`config.mk`:
```
export PLATFORM = sky130hd
export DESIGN_NAME = tspf_pal_mem
export DESIGN_NICKNAME = d
export VERILOG_FILES = /design/src/tspf_pkg.sv /design/src/tspf_pal_mem.sv
export SDC_FILE = /design/constraint.sdc
export NUM_CORES = 2
export LEC_CHECK = 0
export ABC_AREA = 1
export BUFFER_PORTS_ARGS = -buffer_cell sky130_fd_sc_hd__buf_4
export CORE_MARGIN = 4
export CORE_UTILIZATION = 45
export DETAILED_ROUTE_END_ITERATION = 10
export PLACE_DENSITY = 0.65
export REMOVE_ABC_BUFFERS = 1
export SLEW_MARGIN = 25
export SYNTH_ARGS = -nofsm -noshare
export SYNTH_HDL_FRONTEND = slang
export SYNTH_SLANG_ARGS = --single-unit
```
`constraint.sdc`:
```
create_clock -name clk -period 2.2 [get_ports clk]
set_input_delay 0.11 -clock clk [delete_from_list [all_inputs] [get_ports clk]]
set_output_delay 0.11 -clock clk [all_outputs]
set_load 0.005 [all_outputs]
```
`src/tspf_pkg.sv`:
```
package tspf_pkg;

  // memory geometry
  localparam int unsigned TILE_BYTES  = 32768;
  localparam int unsigned TILE_AW     = $clog2(TILE_BYTES);
  localparam int unsigned PAL_ENTRIES = 256;
  localparam int unsigned PAL_AW      = $clog2(PAL_ENTRIES);

  // command codes carried in tuser
  localparam logic [1:0] CMD_TILE_WR = 2'd0;
  localparam logic [1:0] CMD_PAL_WR  = 2'd1;
  localparam logic [1:0] CMD_FETCH   = 2'd2;

  // pixel status codes
  localparam logic [2:0] ST_VISIBLE     = 3'd0;
  localparam logic [2:0] ST_HIDDEN      = 3'd1;
  localparam logic [2:0] ST_UNSUPPORTED = 3'd2;
  localparam logic [2:0] ST_TRUNCATED   = 3'd3;
  localparam logic [2:0] ST_OUTSIDE     = 3'd4;
  localparam logic [2:0] ST_ABSENT      = 3'd5;

  // configuration register indexes
  localparam logic [2:0] CFG_ATTR_ZERO      = 3'd0;
  localparam logic [2:0] CFG_ATTR_ONE       = 3'd1;
  localparam logic [2:0] CFG_ATTR_TWO       = 3'd2;
  localparam logic [2:0] CFG_CONTROL_FLAGS  = 3'd3;
  localparam logic [2:0] CFG_OBJECT_PRESENT = 3'd4;
  localparam logic [2:0] CFG_LINEAR_MAPPING = 3'd5;

  typedef struct packed {
    logic [15:0] attr_zero;
    logic [15:0] attr_one;
    logic [15:0] attr_two;
    logic [2:0]  control_flags;
    logic        object_present;
    logic        linear_mapping;
  } cfg_regs_t;

  typedef struct packed {
    logic [2:0]         status;
    logic [6:0]         width;
    logic [6:0]         height;
    logic [TILE_AW-1:0] byte_addr;
    logic               nib_hi;
    logic [3:0]         bank;
  } fetch_class_t;

  // object width from shape and size
  function automatic logic [6:0] obj_width(input logic [1:0] shape, input logic [1:0] size);
    logic [6:0] w;
    case ({shape, size})
      4'b00_00: w = 7'd8;
      4'b00_01: w = 7'd16;
      4'b00_10: w = 7'd32;
      4'b00_11: w = 7'd64;
      4'b01_00: w = 7'd16;
      4'b01_01: w = 7'd32;
      4'b01_10: w = 7'd32;
      4'b01_11: w = 7'd64;
      4'b10_00: w = 7'd8;
      4'b10_01: w = 7'd8;
      4'b10_10: w = 7'd16;
      4'b10_11: w = 7'd32;
      default:  w = 7'd0;
    endcase
    return w;
  endfunction

  // object height from shape and size
  function automatic logic [6:0] obj_height(input logic [1:0] shape, input logic [1:0] size);
    logic [6:0] h;
    case ({shape, size})
      4'b00_00: h = 7'd8;
      4'b00_01: h = 7'd16;
      4'b00_10: h = 7'd32;
      4'b00_11: h = 7'd64;
      4'b01_00: h = 7'd8;
      4'b01_01: h = 7'd8;
      4'b01_10: h = 7'd16;
      4'b01_11: h = 7'd32;
      4'b10_00: h = 7'd16;
      4'b10_01: h = 7'd32;
      4'b10_10: h = 7'd32;
      4'b10_11: h = 7'd64;
      default:  h = 7'd0;
    endcase
    return h;
  endfunction

  // 5-bit channel to 8 bits
  function automatic logic [7:0] expand5(input logic [4:0] v);
    return {v, v[4:2]};
  endfunction

endpackage

```
`src/tspf_pal_mem.sv`:
```
module tspf_pal_mem import tspf_pkg::*; (
  input  logic              clk,
  input  logic              wr_en,
  input  logic [PAL_AW-1:0] wr_addr,
  input  logic [14:0]       wr_data,
  input  logic              rd_en,
  input  logic [PAL_AW-1:0] rd_addr,
  output logic [14:0]       rd_data_r
);

  logic [14:0] mem [PAL_ENTRIES];

  // colour write port
  always_ff @(posedge clk) begin
    if (wr_en) begin
      mem[wr_addr] <= wr_data;
    end
  end

  // registered read port, read-before-write on a shared edge
  always_ff @(posedge clk) begin
    if (rd_en) begin
      rd_data_r <= mem[rd_addr];
    end
  end

endmodule

```
# Yosys cells after proc, flatten, opt, wreduce, memory -nomap -nowiden
# Memories as Yosys holds them, arrays and structs flattened. A register that Yosys moved wholly into a read port is not among the register bits.
# Index checks and enable logic that the tools add are counted.
[word_totals]
reg_bits = 0
ram_bits = 3840
inputBits = 34
memories = 1
elab_cells = 3
output_inout_bits = 15
[mem_list]
columns = ["name", "words", "word_bits", "rd", "rd_clocked_by_memory_dff", "wr", "line", "rtl"]
rows = [
  ["mem", 256, 15, 1, 1, 1, "tspf_pal_mem.sv:11", "logic [14:0] mem [PAL_ENTRIES];"],
]
[op_classes]
muxes = 2
[ops]
columns = ["op", "n"]
rows = [
  ["2-to-1 mux 1 bit", 2],
]

# Depth between registers and ports, before layout
[depth]
word_depth = 2
mapped_depth = 15
ltp_nobuf = 11

# Worst setup path before layout
# No wires, ideal clock.
[synth_path]
path_kind = "input -> register"
start = "input port wr_en"
end = "memory mem[164][0], enable pin"
t_arrival_ns = 1.521
n_path_buf = 2
path_stages = 4
setup_slack_ns = 0.293
setup_ns = 0.386
t_required_ns = 1.814
path_cell_list = "clkbuf_1 > nand3_1 > clkbuf_1 > nor2_1"
[synth_via]
elab_chain_cells = 2
[synth_lines]
columns = ["element", "line", "rtl"]
rows = [
  ["start, declared", "tspf_pal_mem.sv:3", "input logic wr_en,"],
  ["2-to-1 mux 1 bit", "tspf_pal_mem.sv:15", "if (wr_en) begin"],
  ["2-to-1 mux 1 bit (implied by the code)", "tspf_pal_mem.sv:16", "mem[wr_addr] <= wr_data;"],
  ["end, declared", "tspf_pal_mem.sv:11", ""],
]
# No other way between the ends.

==> results.json <==
{
  "status": "finished, final reports clean",
  "cts.clk_slew.worst_paths_ns": 0.07,
  "cp_data_arrival_time_ns": 2.89,
  "finalHoldViolations": 0,
  "rsz0062_at_grt": "false",
  "die_y_um": 596,
  "pin_count": 49,
  "seq_power_share_pct": 51.9,
  "period_share_pct": 99.9,
  "root_buffer": "clkbuf_16",
  "synth-seq-cells": 3855,
  "r2r_cells": 10,
  "syn_area_um2": 156000,
  "drt_wl_total_um": 465000,
  "synthArstFlopShare_pct": 0,
  "busiest_layer": "met2",
  "globalRoute.totalOverflow": 0,
  "power-per-cell-area_nw_per_um2": 853,
  "grt_pass1_vias": 99500,
  "finClkSkew_ns": 0.0503,
  "post-synth-top-area-fraction_pct": 74.3,
  "power.share.switching_pct": 22.9,
  "grt.total_usage_pct": 25.5,
  "dp.cells": 17800,
  "dp_hpwl_um": 292000,
  "initial_utilization_pct": 45.3,
  "gr-usage-met3_pct": 4.14,
  "die_x_um": 596,
  "worstSetupEndpointType": "flip-flop",
  "vias": 106000,
  "layout.nets": 13700,
  "holdPathEnd": "rd_data_r[8]",
  "nFillCells": 28200,
  "gp_congestion": 0.909,
  "slew_headroom_pct": 39.0,
  "syn_inst": 12800,
  "clock_sinks": 3855,
  "drt_first_pass_iters": 6,
  "numPortBuffers": 48,
  "start_kind": "flip-flop",
  "coreArea_um2": 344000,
  "cts_inserted_buffers": 383,
  "r2r-start": "mem[103][6]",
  "irDropWorstVdd_v": 0.000617,
  "clockPowerShare_pct": 40.9,
  "worst_pin_slew_ns": 0.915,
  "die_area_um2": 356000,
  "grt_use_met1_pct": 35.3,
  "cts_tree": "done",
  "grt_max_degree": 99,
  "synth_edf_count": 3855,
  "grt_use_met2_pct": 40.3,
  "ys_seq_area_share_pct": 74.3,
  "rows": 215,
  "p_int_w": 0.120,
  "htree_levels": 5,
  "synth.distinct_cells": 15,
  "drive_gt1_share_pct": 13.5,
  "hold_depth": 6,
  "areaGrowthSynthToFinish_pct": 17.7,
  "yosys.area.top_type": "edfxtp_1",
  "ant_nets": 0,
  "min_path_type": "input pin to flip-flop",
  "ys_warn_count": 0,
  "post_dp_cell_area_um2": 171000,
  "wl_per_cell_um": 25.2,
  "power_frac_comb_pct": 7.2,
  "cts.path.max_buffers": 4,
  "synthTopCellsByArea": "edfxtp_1 74%, nand3_1 12%, nand2_1 9.5%",
  "worst_ep_required_time_ns": 2.89,
  "clock_latency_ns": 0.96,
  "post-cts-setup-buffers": 0,
  "reg2reg_to": "rd_data_r[6]",
  "ys.flop_type": "edfxtp_1",
  "path_class": "flip-flop to flip-flop",
  "crit_fanout": 2,
  "max_cap_violations": 0,
  "reg2reg_slack_ns": 0.003,
  "stdcell_count": 18500,
  "grt_pass1_wl_um": 678000,
  "yosysMostFrequentCell": "nand2_1",
  "final_area_um2": 183000,
  "power.switching_w": 0.0358,
  "fmax_mhz": 455,
  "hold_start": "rd_addr[5]",
  "slew_violations": 0,
  "drcViolationCount": 0,
  "p_leak_nw": 65.4,
  "synth_commonest_cells": "3,950 x nand2_1, 3,855 x edfxtp_1, 3,783 x nand3_1",
  "min_period_ns": 2.20,
  "antenna_found_initial": 16,
  "viasPerCell": 5.73,
  "dr.first_iter.drc_count": 14200,
  "setup_viol": 0,
  "syn_avg_cell_area_um2": 12.2
}
-- stage by stage --
| stage | worst slack (ns) | hold WS (ns) | power, W | util, % | TNS (ns) |
|---|---|---|---|---|---|
| final | 0.00283 | 0.0884 | 0.156 | 53.3 | 0 |
| after global routing | 0.000864 | 0.110 | 0.161 | 53.3 | 0 |
| after CTS | 0.00181 | 0.00897 | 0.157 | 53.3 | 0 |
| after detailed placement | -0.827 | 0.485 | 0.0937 | 49.7 | -9.46 |
| after global placement | -0.832 | 0.495 | 0.0936 | 49.6 | -9.84 |
| after floorplan | -7.84 | 0.209 | 0.0873 | - | -117.45 |
-- routing by layer --
metal	part of all wire (%)	routed length (um)
met1	39	181000
met2	47	217000
met3	9.6	44900
met4	4.8	22300
met5	0.017	79
-- critical path, cell delays in order (launching register included) --
cell	delay [ns]
edfxtp_1	0.36
nand2_1	0.07
nand3_1	0.08
nand3_1	0.13
nand3_1	0.23
nand3_1	0.17
nand3_1	0.17
nand3_2	0.21
nand2_1	0.18
nand2_1	0.26
nand2_1	0.10
-- power groups by stage --
stage	logic [W]	registers, W	clock network (W)
after floorplan	0.00473	0.0826	0
after global placement	0.0109	0.0827	0
after detailed placement	0.0110	0.0827	0
after CTS	0.0111	0.0811	0.0644
after global routing	0.0119	0.0810	0.0676
final	0.0112	0.0811	0.0639
-- layout by cell type (no fill, tap or decap), drive strengths merged --
cell and instances:
buf 1299, bufinv 33, clkbuf 443, clkinv 193, clkinvlp 15, diode 11, dlygate4sd3 25, edfxtp 3855
inv 45, nand2 3950, nand3 3783, nor2 283
-- cells by family after synthesis --
logic type	synth area share (%)
buf+inv	3.30
flops	74.3
simple gates	22.4
-- worst max-delay path by stage --
| stage | from | end | cells after the start | slack, ns |
|---|---|---|---|---|
| 2_1_floorplan | rd_addr[0] | rd_data_r[6] | 11 | -7.84 |
| 3_3_place_gp | rd_addr[0] | rd_data_r[10] | 15 | -0.83 |
| 3_5_place_dp | rd_addr[0] | rd_data_r[10] | 15 | -0.83 |
| 4_1_cts | mem[217][8] | rd_data_r[8] | 10 | 0.002 |
| 5_1_grt | mem[100][6] | rd_data_r[6] | 10 | 0.0009 |
| 6_report | mem[103][6] | rd_data_r[6] | 10 | 0.003 |
-- layout make-up --
type                    instances  area (um2)  area share [%]
flip-flops and latches       3855      116000            63.2
multi-input cells            8016       35000            19.1
repair buffers               1324       14400            7.87
clock buffers                 443        9870            5.39
well taps                    4557        5700            3.11
clock inverters               247        2270            1.24
inverters                      39         199           0.109
diodes                         11        27.5          0.0150
-- registers in the layout, summed over array words and instances (netlist names) --
register / flops
mem: 3840
rd_data_r: 15
-- repair_timing --
item / CTS / global route
gates resized for setup: 6 / 13
endpoints found under the setup margin: 6 / 10
hold endpoints to repair: 3677 / 0
hold buffers: 25 / 0
pin swaps: 0 / 0
cloned: 0 / 0
(Power assumes the default switching activity.)
