===== src/tspf_pkg.sv =====
package tspf_pkg;

  // memory geometry
  localparam int unsigned TILE_BYTES  = 32768;
  localparam int unsigned TILE_AW     = $clog2(TILE_BYTES);
  localparam int unsigned PAL_ENTRIES = 256;
  localparam int unsigned PAL_AW      = $clog2(PAL_ENTRIES);

  // command codes carried in tuser
  localparam logic [1:0] CMD_TILE_WR = 2'd0;
  localparam logic [1:0] CMD_PAL_WR  = 2'd1;
  localparam logic [1:0] CMD_FETCH   = 2'd2;

  // pixel status codes
  localparam logic [2:0] ST_VISIBLE     = 3'd0;
  localparam logic [2:0] ST_HIDDEN      = 3'd1;
  localparam logic [2:0] ST_UNSUPPORTED = 3'd2;
  localparam logic [2:0] ST_TRUNCATED   = 3'd3;
  localparam logic [2:0] ST_OUTSIDE     = 3'd4;
  localparam logic [2:0] ST_ABSENT      = 3'd5;

  // configuration register indexes
  localparam logic [2:0] CFG_ATTR_ZERO      = 3'd0;
  localparam logic [2:0] CFG_ATTR_ONE       = 3'd1;
  localparam logic [2:0] CFG_ATTR_TWO       = 3'd2;
  localparam logic [2:0] CFG_CONTROL_FLAGS  = 3'd3;
  localparam logic [2:0] CFG_OBJECT_PRESENT = 3'd4;
  localparam logic [2:0] CFG_LINEAR_MAPPING = 3'd5;

  typedef struct packed {
    logic [15:0] attr_zero;
    logic [15:0] attr_one;
    logic [15:0] attr_two;
    logic [2:0]  control_flags;
    logic        object_present;
    logic        linear_mapping;
  } cfg_regs_t;

  typedef struct packed {
    logic [2:0]         status;
    logic [6:0]         width;
    logic [6:0]         height;
    logic [TILE_AW-1:0] byte_addr;
    logic               nib_hi;
    logic [3:0]         bank;
  } fetch_class_t;

  // object width from shape and size
  function automatic logic [6:0] obj_width(input logic [1:0] shape, input logic [1:0] size);
    logic [6:0] w;
    case ({shape, size})
      4'b00_00: w = 7'd8;
      4'b00_01: w = 7'd16;
      4'b00_10: w = 7'd32;
      4'b00_11: w = 7'd64;
      4'b01_00: w = 7'd16;
      4'b01_01: w = 7'd32;
      4'b01_10: w = 7'd32;
      4'b01_11: w = 7'd64;
      4'b10_00: w = 7'd8;
      4'b10_01: w = 7'd8;
      4'b10_10: w = 7'd16;
      4'b10_11: w = 7'd32;
      default:  w = 7'd0;
    endcase
    return w;
  endfunction

  // object height from shape and size
  function automatic logic [6:0] obj_height(input logic [1:0] shape, input logic [1:0] size);
    logic [6:0] h;
    case ({shape, size})
      4'b00_00: h = 7'd8;
      4'b00_01: h = 7'd16;
      4'b00_10: h = 7'd32;
      4'b00_11: h = 7'd64;
      4'b01_00: h = 7'd8;
      4'b01_01: h = 7'd8;
      4'b01_10: h = 7'd16;
      4'b01_11: h = 7'd32;
      4'b10_00: h = 7'd16;
      4'b10_01: h = 7'd32;
      4'b10_10: h = 7'd32;
      4'b10_11: h = 7'd64;
      default:  h = 7'd0;
    endcase
    return h;
  endfunction

  // 5-bit channel to 8 bits
  function automatic logic [7:0] expand5(input logic [4:0] v);
    return {v, v[4:2]};
  endfunction

endpackage


===== src/tspf_classify.sv =====
module tspf_classify import tspf_pkg::*; (
  input  cfg_regs_t    cfg,
  input  logic [5:0]   pixel_x,
  input  logic [5:0]   pixel_y,
  output fetch_class_t cls
);

  logic [1:0]  shape;
  logic [1:0]  size;
  logic [9:0]  tile;
  logic [6:0]  w;
  logic [6:0]  h;
  logic [3:0]  w8;
  logic [2:0]  h8m1;
  logic [5:0]  stride;
  logic [10:0] span;
  logic [17:0] span_end;
  logic [8:0]  bank_end;
  logic        hidden;
  logic        unsupported;
  logic        truncated;
  logic        outside;
  logic [6:0]  sx_full;
  logic [6:0]  sy_full;
  logic [5:0]  sx;
  logic [5:0]  sy;
  logic [10:0] row_base;
  logic [15:0] byte_addr;

  assign shape = cfg.attr_zero[15:14];
  assign size  = cfg.attr_one[15:14];
  assign tile  = cfg.attr_two[9:0];
  assign w     = obj_width(shape, size);
  assign h     = obj_height(shape, size);
  assign w8    = w[6:3];
  assign h8m1  = 3'(h[6:3] - 4'd1);

  // tile row stride: width in tiles for 1d, fixed 32 for 2d
  assign stride = cfg.linear_mapping ? {2'b00, w8} : 6'd32;

  // end of the tile span and of the palette bank
  assign span     = 11'(tile) + 11'(h8m1) * 11'(stride) + 11'(w8);
  assign span_end = {2'b00, span, 5'b0};
  assign bank_end = {1'b0, cfg.attr_two[15:12], 4'b0} + 9'd16;

  assign hidden = !cfg.control_flags[0] || cfg.control_flags[2] ||
                  (cfg.attr_zero[9:8] == 2'b10);
  assign unsupported = (cfg.attr_zero[13:10] != 4'd0) || cfg.attr_zero[8] ||
                       (shape == 2'b11) || !cfg.control_flags[1];
  assign truncated = (span_end > 18'(TILE_BYTES)) || (bank_end > 9'(PAL_ENTRIES));
  assign outside   = ({1'b0, pixel_x} >= w) || ({1'b0, pixel_y} >= h);

  // flipped source coordinates
  assign sx_full = cfg.attr_one[12] ? (w - 7'd1 - {1'b0, pixel_x}) : {1'b0, pixel_x};
  assign sy_full = cfg.attr_one[13] ? (h - 7'd1 - {1'b0, pixel_y}) : {1'b0, pixel_y};
  assign sx      = sx_full[5:0];
  assign sy      = sy_full[5:0];

  // byte address: tile base, row within tile, pixel pair
  assign row_base  = 11'(tile) + 11'(sy[5:3]) * 11'(stride) + 11'(sx[5:3]);
  assign byte_addr = {row_base, sy[2:0], sx[2:1]};

  // status priority and size fields
  always_comb begin
    cls.width     = 7'd0;
    cls.height    = 7'd0;
    cls.byte_addr = byte_addr[TILE_AW-1:0];
    cls.nib_hi    = sx[0];
    cls.bank      = cfg.attr_two[15:12];
    if (!cfg.object_present) begin
      cls.status = ST_ABSENT;
    end else if (hidden) begin
      cls.status = ST_HIDDEN;
    end else if (unsupported) begin
      cls.status = ST_UNSUPPORTED;
    end else begin
      cls.width  = w;
      cls.height = h;
      if (truncated) begin
        cls.status = ST_TRUNCATED;
      end else if (outside) begin
        cls.status = ST_OUTSIDE;
      end else begin
        cls.status = ST_VISIBLE;
      end
    end
  end

endmodule


===== config.mk =====
export PLATFORM = sky130hd
export DESIGN_NAME = tspf_classify
export DESIGN_NICKNAME = d
export VERILOG_FILES = /design/src/tspf_pkg.sv /design/src/tspf_classify.sv
export SDC_FILE = /design/constraint.sdc
export NUM_CORES = 1
export LEC_CHECK = 0
export BUFFER_PORTS_ARGS = -buffer_cell sky130_fd_sc_hd__buf_2
export CAP_MARGIN = 20
export CORE_UTILIZATION = 56
export DETAILED_ROUTE_END_ITERATION = 12
export MAX_ROUTING_LAYER = met4
export PLACE_DENSITY = 0.91
export SLEW_MARGIN = 40
export SYNTH_ARGS = -nofsm -noshare
export SYNTH_HDL_FRONTEND = slang
export SYNTH_SLANG_ARGS = --single-unit

===== constraint.sdc =====
create_clock -name vclk -period 19.6
set_clock_uncertainty 0.05 [all_clocks]
set_input_delay 4.9 -clock vclk [all_inputs]
set_output_delay 4.9 -clock vclk [all_outputs]
set_load 0.05 [all_outputs]

Word-level counts from Yosys, hierarchy flattened --
Memory sizes are Yosys's and may differ from the RTL's. Cells that the tools add are included.
Operators by class: multiplexer cells 11, magnitude comparators 4, $mul 2, $add $sub $neg 10, reduce and logical (&&, ||, !) cells 10, equal/unequal tests 2
Operators by type and width (count):
- 14-bit 2-to-1 mux | 3
- 3-bit by 6-bit multiplier with 9-bit output | 2
- 6-bit 2-to-1 mux | 3
- 16-bit greater-than comparator (second input constant) | 1
- 3-bit 2-to-1 mux | 5
- 6-bit by 7-bit greater-or-equal comparator with 1-bit output | 2
- 6-bit by 1-bit subtractor with 6-bit output (second input constant) | 2
- 6-bit subtractor | 2
- 10-bit by 9-bit adder with 11-bit output | 1
- 11-bit by 4-bit adder with 11-bit output | 1
- 10-bit by 3-bit adder with 10-bit output | 1
- 10-bit by 9-bit adder with 10-bit output | 1
- 8-bit by 5-bit adder with 9-bit output (second input constant) | 1
- 9-bit greater-than comparator (second input constant) | 1
- 1-bit logical OR | 7
- 2-bit == test (second input constant) | 2
- 4-bit nonzero test | 1
- 3-bit by 1-bit subtractor with 3-bit output (second input constant) | 1
- 1-bit zero test | 2
Storage, ports and cells: output and inout bits 37, word-level logic and storage cells 41, memories 2, flip-flop bits (word level) 0, memory bits (read-only) 128
Memories:
- (name not given) | words 16, width 4, rd ports 1, clocked after Yosys merged registers in 0, write ports 0, RTL line tspf_pkg.sv:72 | case ({shape, size})
- (name not given) | words 16, width 4, rd ports 1, clocked after Yosys merged registers in 0, write ports 0, RTL line tspf_pkg.sv:51 | case ({shape, size})

Logic depth before layout (Yosys ltp) --
Gate-level depths: netlist (run 1). An unclocked memory read counts as a cell.
word-level depth 11, mapped depth 24

Worst setup path after synthesis (run 1) --
No wires, ideal clock.
kind input to output, from in cfg[51] in the netlist's numbering, to out cls[18] in the netlist's numbering, data arrival time 10.433 ns, buffers on the path 1, stages on the path 21, setup slack 4.217 ns, cells stage by stage buf_1 -> mux2i_1 -> or2_2 -> inv_1 -> ha_1 -> inv_1 -> fa_1 -> xnor2_1 -> mux2i_1 -> or2_2 -> fa_1 -> fa_1 -> fa_1 -> inv_1 -> ha_1 -> a21o_1 -> a21oi_1 -> nand2b_1 -> a21boi_0 -> o41a_1 -> xor2_1
RTL lines:
- start: declaration | RTL line tspf_classify.sv:2 | input cfg_regs_t cfg,
- end: declaration | RTL line tspf_classify.sv:5 | output fetch_class_t cls

==> results.cfg, run 1 <==
[placement]
place.port_buffers = 66
routabilityCongestion = 0.8193
dpl.hpwl_um = 4658

[route]
firstDrtPassIters = 4
viasPerCell = 5.374
top_layer_used = met4
wl_per_cell_um = 12.04
ant_nets = 0
drt-met1-wl_um = 2204
totalWireLength_um = 5177
remaining_drc_errors = 0
route.met3.wl_um = 258
met2_length_um = 2690
drtIter0Drc = 82
vias = 2311

[clocking]
hold_buffers = 0
postCtsSetupRepairBufs = 0
cts_resized = 0

[floorplan]
die_w_um = 69.02
start_util_pct = 58.16
design.die.area_um2 = 4763
num_rows = 24
io_pins = 102
die_y_um = 69.02
core-area_um2 = 4324

[grt]
antenna_found_initial = 0
grt_max_degree = 15
grt_pass1_vias = 2243
grt_pass1_wl_um = 9218
grt_overflow_total = 0
grt_use_total_pct = 23.10

[synthesis]
ys_top_cells_by_area = ha_1 (28%), fa_1 (18%), inv_1 (8.7%), nor2_1 (5.5%), xor2_1 (3.8%)
synth_cell_types = 41
avgSynthCellArea_um2 = 7.810
synth.top_cell.area_share_pct = 28.36
syn_inst = 322
synth_top_area_cell = ha_1
syn_area_um2 = 2515
synth_warnings = 0
yosysSeqAreaShare_pct = 0

[power]
ir_drop_uv = 40.69
pwr_density_cell_nw_per_um2 = 45.14
p_leak_uw = 0.001604

[finish]
utilization_pct = 65.57
clock_buffers = 0
nets = 525
layout.area.seq_um2 = 0
n_antenna_cell = 0
drive_above_1_share_pct = 21.69
nFlopsAndLatches = 0
syn2layout_area_growth_pct = 12.74

[setup_path]
critPathLaunch = cfg[36]
crit_type = in2out
path_max_fanout = 5
critPathArrivalTime_ns = 10.64
cp_data_required_time_ns = 14.65
start_kind = input pin
endpoint_kind = output pin

[sta]
min_period_ns = 15.59
fin_tns_setup_ns = 0
worstMarginPinSlew_ns = 0.6055
setup_violations = 0
finalCritPeriodShare_pct = 79.53
slew_headroom_pct = 59.55
final_max_slew_viol_count = 0
rsz0062_at_grt = false
fmaxAchievable_mhz = 64.15
hold_violations = 0

[run]
maxCapViolCount = 0

[worst_hold_path]
hold_class = in2out
min-delay-start = cfg[17]
hold-path-endpoint = cls[0]
hold_path_depth = 0

[status]
status = finished clean
-- critical path, cell delays in order --
cell and delay [ns]:
buf_2 0.12, inv_1 0.12, ha_1 0.21, mux2i_1 0.12, or2_2 0.35, inv_1 0.18, ha_1 0.17, inv_1 0.04
fa_1 0.38, xnor2_1 0.16, mux2i_1 0.20, or2_2 0.36, fa_1 0.56, fa_1 0.45, fa_1 0.60, inv_1 0.06
ha_1 0.28, a21o_1 0.18, a21oi_1 0.20, nand2b_1 0.13, a21boi_0 0.11, o41a_1 0.34, xor2_1 0.13, buf_2 0.27
-- where the power goes --
part / switching (uW) / total (uW) / internal [uW]
Clock: 0 / 0 / 0
Sequential: 0 / 0 / 0
Combinational: 85.0 / 128 / 42.9
Total: 85.0 / 128 / 42.9
-- routing by layer --
layer  vias up  track usage [%]
li1       1167                -
met2        76            44.34
met3         4           0.8772
met1      1064            27.96
met4         0           0.9070
met5         -                -
-- cell usage in the layout (no fill, tap or decap), drive strengths merged, types with 2 or more instances in the layout --
master  synthesis  layout
o21a            2       2
nor2b           7       7
or4b            2       2
inv            58      58
xor2           11      11
nor3            5       5
fa             23      23
o22ai           2       2
o221ai          2       2
buf            11      66
a31o            2       2
nand2b          2       2
or3             3       3
or2            10      10
a21oi          16      16
nor4            3       3
a211oi          2       2
mux2i           4       4
a21o            3       3
nand2          11      11
a21boi          5       5
nand3           6       6
ha             57      57
o21ai          11      11
xnor2          10      10
nor2           37      37
a211o           2       2
conb            1       6
-- Yosys cell counts (2+ instances only) --
cell type	instances
buf_4	10
o221ai_1	2
inv_1	58
nor2_1	37
a211oi_1	2
nor3_1	5
a21oi_1	15
a31o_2	2
nand2_1	11
mux2i_1	4
xnor2_1	10
nor2b_1	7
or2_2	10
nand3_1	6
or3_1	3
or4b_2	2
o21a_1	2
xor2_1	11
clkbuf_1	4
nor4_1	3
o21ai_0	11
a21o_1	3
nand2b_1	2
fa_1	23
ha_1	57
a211o_1	2
a21boi_0	5
o22ai_1	2
-- how the worst max path moves through the flow --
stage                    to  slack [ns]
floorplan           cls[18]        4.22
global placement    cls[36]        4.17
detailed placement  cls[36]        4.05
CTS                 cls[36]        4.04
global route        cls[18]        3.66
finish              cls[18]        4.01
-- logic make-up (layout without fill, tap and decap cells) --
kind of cell    count (synthesis)  after routing  share of synthesized area, %
compound gates                 52             52                         13.93
xor+xnor                       21             21                         7.313
fa+ha+maj                      80             80                         46.67
buf+inv                        73            124                         12.39
mux                             4              4                         1.592
other cells                     1              6                        0.1491
simple gates                   91             91                         17.96
-- per-stage QoR --
stage	setup WS [ns]	area (um2)	hold WS [ns]	power, uW	cells
2_1_floorplan	4.217	2534	9.917	104.3	327
3_3_place_gp	4.167	2835	9.750	124.3	430
3_5_place_dp	4.046	2835	9.750	127.8	430
4_1_cts	4.036	2835	9.750	128.5	430
5_1_grt	3.659	2835	9.750	142.5	430
6_report	4.013	2835	9.750	128.0	430
-- cell type report --
type / instances / area, um2
tap: 52 / 65.06
timing repair buffer: 66 / 330.3
multi-input combinational: 254 / 2222
fill: 380 / 1489
inverter: 58 / 217.7
Note: power is estimated with default switching activity, not from simulation.
==> run 2, diff against run 1 <==
--- a/config.mk
+++ b/config.mk
@@ -5,12 +5,13 @@
 export SDC_FILE = /design/constraint.sdc
 export NUM_CORES = 1
 export LEC_CHECK = 0
+export ABC_AREA = 1
 export BUFFER_PORTS_ARGS = -buffer_cell sky130_fd_sc_hd__buf_2
 export CAP_MARGIN = 20
-export CORE_UTILIZATION = 56
+export CORE_UTILIZATION = 48
 export DETAILED_ROUTE_END_ITERATION = 12
 export MAX_ROUTING_LAYER = met4
-export PLACE_DENSITY = 0.91
+export PLACE_DENSITY = 0.82
 export SLEW_MARGIN = 40
 export SYNTH_ARGS = -nofsm -noshare
 export SYNTH_HDL_FRONTEND = slang
==> constraint.sdc (replaced) <==
create_clock -name vclk -period 13
set_clock_uncertainty 0.05 [all_clocks]
set_input_delay 3.25 -clock vclk [all_inputs]
set_output_delay 3.25 -clock vclk [all_outputs]
set_load 0.05 [all_outputs]
==> run 2 against run 1 <==
Non-clock buffer count is the same. Largest power group unchanged. Critical path depth fell by 1. Sequential cell count unchanged. Routed wire length increased by 6.2%. Worst setup slack got worse by 2.8 ns. Worst hold slack got worse by 3.3 ns. Synthesized cell count rose by 25%. Final cell count is 23% higher. Design area is 7.2% higher. Via count rose by 9.0%. Global-route usage shrank 2.5 points. Critical endpoint is now cls[19]. First-iteration DRC count grew 3.7%.
==> results.cfg, run 2 <==
[floorplan]
core-area_um2 = 5270
die_y_um = 76.97
die_w_um = 76.97
io_pins = 102
start_util_pct = 51.19
design.die.area_um2 = 5924
num_rows = 26

[finish]
clock_buffers = 0
n_antenna_cell = 0
fillers = 522
nets = 606
multi_input_area_um2 = 2245
utilization_pct = 57.69
drive_above_1_share_pct = 17.86
syn2layout_area_growth_pct = 12.71
mostFrequentLayoutCells = inv_1 (96), nand2_1 (74), buf_2 (66)
nFlopsAndLatches = 0
mostFrequentLayoutCell = inv_1
layout.area.seq_um2 = 0

[synthesis]
synth_cell_types = 31
yosysMostFrequentCell = inv_1
synth_warnings = 0
synth_top_area_cell = ha_1
synth_top_cells_by_count = inv_1 (96), nand2_1 (74), ha_1 (57)
syn_area_um2 = 2698
avgSynthCellArea_um2 = 6.727
yosysSeqAreaShare_pct = 0
ys_top_cells_by_area = ha_1 (26%), fa_1 (17%), inv_1 (13%), nand2_1 (10%), nor2_1 (7.1%)
synth.top_cell.area_share_pct = 26.44
syn_inst = 401

[sta]
hold_violations = 0
slew_headroom_pct = 51.89
setup_violations = 0
finalCritPeriodShare_pct = 90.62
fmaxAchievable_mhz = 84.89
worstMarginPinSlew_ns = 0.7141
rsz0062_at_grt = false
min_period_ns = 11.78
setup_ws_ns = 1.220
fin_tns_setup_ns = 0
final_max_slew_viol_count = 0

[grt]
antenna_found_initial = 0
grt_overflow_total = 0
grt_max_degree = 10
grt_pass1_wl_um = 10190
grt_use_total_pct = 20.65
grt_pass1_vias = 2400

[setup_path]
crit_type = in2out
cp.buffers_inverters = 6
start_kind = input pin
crit_family = adder cells
cp_data_required_time_ns = 9.70
crit_chain = buf_2 -> inv_1 -> ha_1 -> inv_1 -> nor2_1 -> a21oi_1 -> nor2_1 -> ha_1 -> inv_1 -> fa_1 -> nand2_1 -> o21ai_0 -> inv_1 -> nand2_1 -> fa_1 -> fa_1 -> fa_1 -> fa_1 -> o21ai_0 -> nand4_1 -> o211ai_1 -> xor2_1 -> buf_2
path_max_fanout = 4
endpoint_kind = output pin
critPathArrivalTime_ns = 8.48
slowest_delay_ns = 0.55
slowest_stage = fa_1
critPathMostFrequentCell = fa_1

[clocking]
hold_buffers = 0
cts_resized = 0
postCtsSetupRepairBufs = 0

[route]
wl_per_cell_um = 10.40
drtIter0Drc = 85
viasPerCell = 4.764
totalWireLength_um = 5500
ant_nets = 0
firstDrtPassIters = 4
vias = 2520
remaining_drc_errors = 0

[power]
p_leak_uw = 0.001866
ir_drop_uv = 86.99
pwr_density_cell_nw_per_um2 = 75.28

[placement]
dpl.hpwl_um = 4935
place.port_buffers = 66
dpl_worst_slack_ns = 1.242
routabilityCongestion = 0.8961

[run]
maxCapViolCount = 0

[worst_hold_path]
hold_class = in2out

[status]
status = finished clean
## run 2: changes by cell type after synthesis, sizes merged, moves of 9 or more
cell    delta
nor2      +16
nand2     +66
inv       +42
o211ai     +9
or2        -9
## run 2: logic make-up (layout without fill, tap and decap cells)
family / count (synthesis) / in the layout / share of synthesized area (%)
other cells: 1 / 6 / 0.1390
xor+xnor: 17 / 17 / 5.798
buf+inv: 113 / 166 / 17.49
simple gates: 154 / 154 / 25.00
fa+ha+maj: 80 / 80 / 43.51
compound gates: 36 / 36 / 8.070
## run 2: routing by layer
layer	GRT usage, %	routed length, um	up-vias
met5	-	0	-
met4	1.346	23	0
met3	0.9524	358	4
met2	36.25	2582	82
met1	27.25	2536	1110
li1	-	-	1324
## run 2: power breakdown
group          internal (uW)  total [uW]  switching, uW
registers                  0           0              0
clock network              0           0              0
logic                   72.2         229            157
total                   72.2         229            157
## run 2: path summary, 6_finish.rpt
kind | startpoint | endpoint | slack (ns) | cells after the start
worst max-delay path | cfg[36] | cls[19] | 1.22 | 23
worst min-delay path | cfg[18] | cls[1] | 6.45 | 0
## run 2: area by class of cell
cell class / count / share of cell area, %
Multi-Input combinational cell: 293 / 73.83
Inverter: 100 / 12.43
Timing Repair Buffer: 66 / 10.86
Tap cell: 70 / 2.881
## run 2: stage by stage
stage / power, uW / std cells / hold slack (ns) / area [um2]
2_1_floorplan: 187.6 / 406 / 6.617 / 2716
3_3_place_gp: 223.2 / 529 / 6.450 / 3040
3_5_place_dp: 229.0 / 529 / 6.450 / 3040
4_1_cts: 230.5 / 529 / 6.450 / 3040
5_1_grt: 258.0 / 529 / 6.450 / 3040
6_report: 228.9 / 529 / 6.450 / 3040
==> run 3, diff against run 2 <==
--- a/config.mk
+++ b/config.mk
@@ -6,6 +6,7 @@
 export NUM_CORES = 1
 export LEC_CHECK = 0
 export ABC_AREA = 1
+export ABC_CLOCK_PERIOD_IN_PS = 13000
 export BUFFER_PORTS_ARGS = -buffer_cell sky130_fd_sc_hd__buf_2
 export CAP_MARGIN = 20
 export CORE_UTILIZATION = 48
==> constraint.sdc (replaced) <==
create_clock -name vclk -period 13
set_clock_uncertainty 0.05 [all_clocks]
set_input_delay 3.25 -clock vclk [all_inputs]
set_output_delay 3.25 -clock vclk [all_outputs]
set_load 0.01 [all_outputs]
==> run 3 against run 2 <==
First-iteration DRC count is 26% higher. Sequential share of layout area stayed put. Largest cell class unchanged. Via count is 0.63% higher. Clock-buffer cell count stayed put. Non-clock buffer count stayed put. Power is 23% lower.
==> results.cfg, run 3 (synthesized netlist as in run 2, its figures left out) <==
[floorplan]
start_util_pct = 51.19
num_rows = 26
die_y_um = 76.97
design.die.area_um2 = 5924
core-area_um2 = 5270
die_w_um = 76.97
io_pins = 102

[sta]
slew_headroom_pct = 50.05
rsz0062_at_grt = false
final_max_slew_viol_count = 0
setup_violations = 0
hold_ws_ns = 6.450
fin_tns_setup_ns = 0
worstMarginPinSlew_ns = 0.7415
finalCritPeriodShare_pct = 89.93
min_period_ns = 11.69
fmaxAchievable_mhz = 85.54
hold_violations = 0

[route]
totalWireLength_um = 5443
ant_nets = 0
firstDrtPassIters = 4
drtIter0Drc = 107
viasPerCell = 4.794
wl_per_cell_um = 10.29
vias = 2536
remaining_drc_errors = 0

[finish]
n_antenna_cell = 0
clock_buffers = 0
drive_above_1_share_pct = 17.86
mostFrequentLayoutCells = inv_1 (96), nand2_1 (74), buf_2 (66)
nFlopsAndLatches = 0
mostFrequentLayoutCell = inv_1
syn2layout_area_growth_pct = 12.71
layout.area.seq_um2 = 0
nets = 606

[placement]
dpl.hpwl_um = 4927
routabilityCongestion = 0.8962
place.port_buffers = 66

[setup_path]
start_kind = input pin
path_depth = 20
crit_family = adder cells
critPathMostFrequentCell = fa_1
slowest_stage = o21ai_0
endpoint_kind = output pin
path_max_fanout = 5
slowest_delay_ns = 0.59
crit_chain = buf_2 -> inv_1 -> ha_1 -> inv_1 -> nor2_1 -> o21ai_0 -> fa_1 -> nand2_1 -> o21ai_0 -> inv_1 -> nand2_1 -> fa_1 -> fa_1 -> fa_1 -> fa_1 -> o21ai_0 -> nand4_1 -> o211ai_1 -> xor2_1 -> buf_2
cp.buffers_inverters = 5
crit_type = in2out
cp_data_required_time_ns = 9.70
critPathArrivalTime_ns = 8.39

[clocking]
cts_resized = 0
postCtsSetupRepairBufs = 0
hold_buffers = 0

[grt]
grt_max_degree = 10
busiest_layer = met2
grtUsageMet3_pct = 1.071
grt_pass1_vias = 2292
grt_overflow_total = 0
use_met1_pct = 26.98
grt_pass1_wl_um = 9846
grtUsageMet2_pct = 35.45
antenna_found_initial = 0
grt_use_total_pct = 20.24

[run]
maxCapViolCount = 0

[power]
pwr_density_cell_nw_per_um2 = 57.97
p_leak_uw = 0.001866
ir_drop_uv = 47.41

[worst_hold_path]
hold_class = in2out
min-delay-start = cfg[18]
hold_path_depth = 0
hold-path-endpoint = cls[1]

[status]
status = finished clean
==> run 3: cell counts in the layout (fill, tap and decap cells not counted) <==
No cell type changed its count.
==> run 3: through the flow <==
stage | area (um2) | setup slack [ns] | power [uW] | std cells | util (%)
2_1_floorplan | 2716 | 2.070 | 132.8 | 406 | -
3_3_place_gp | 3040 | 1.437 | 170.7 | 529 | 57.69
3_5_place_dp | 3040 | 1.356 | 176.7 | 529 | 57.69
4_1_cts | 3040 | 1.345 | 177.9 | 529 | 57.69
5_1_grt | 3040 | 0.9551 | 203.7 | 529 | 57.69
6_report | 3040 | 1.309 | 176.3 | 529 | 57.69
==> run 3: how the worst max path moves through the flow <==
stage / start / to / slack (ns)
after detailed placement: cfg[36] / cls[19] / 1.36
after global placement: cfg[36] / cls[19] / 1.44
final: cfg[36] / cls[19] / 1.31
after global routing: cfg[36] / cls[19] / 0.96
after floorplan: cfg[36] / cls[19] / 2.07
after CTS: cfg[36] / cls[19] / 1.35
==> run 3: report_power, final <==
part / leakage, uW / switching (uW) / total [uW] / internal [uW]
Clock: 0 / 0 / 0 / 0
Sequential: 0 / 0 / 0 / 0
Combinational: 0.00187 / 104 / 176 / 71.9
==> run 3: cell type report <==
cell class | instances | area [um2]
Tap cell | 70 | 87.58
Timing Repair Buffer | 66 | 330.3
Inverter | 100 | 377.9
Multi-Input combinational cell | 293 | 2245
Fill cell | 500 | 2230
==> run 3: per-layer routing <==
layer,vias to the layer above,routed length (um),share of wire (%)
met4,0,0,0
met5,-,0,0
met1,1129,2561,47
met2,74,2583,47
met3,0,298,5.5
li1,1333,-,-
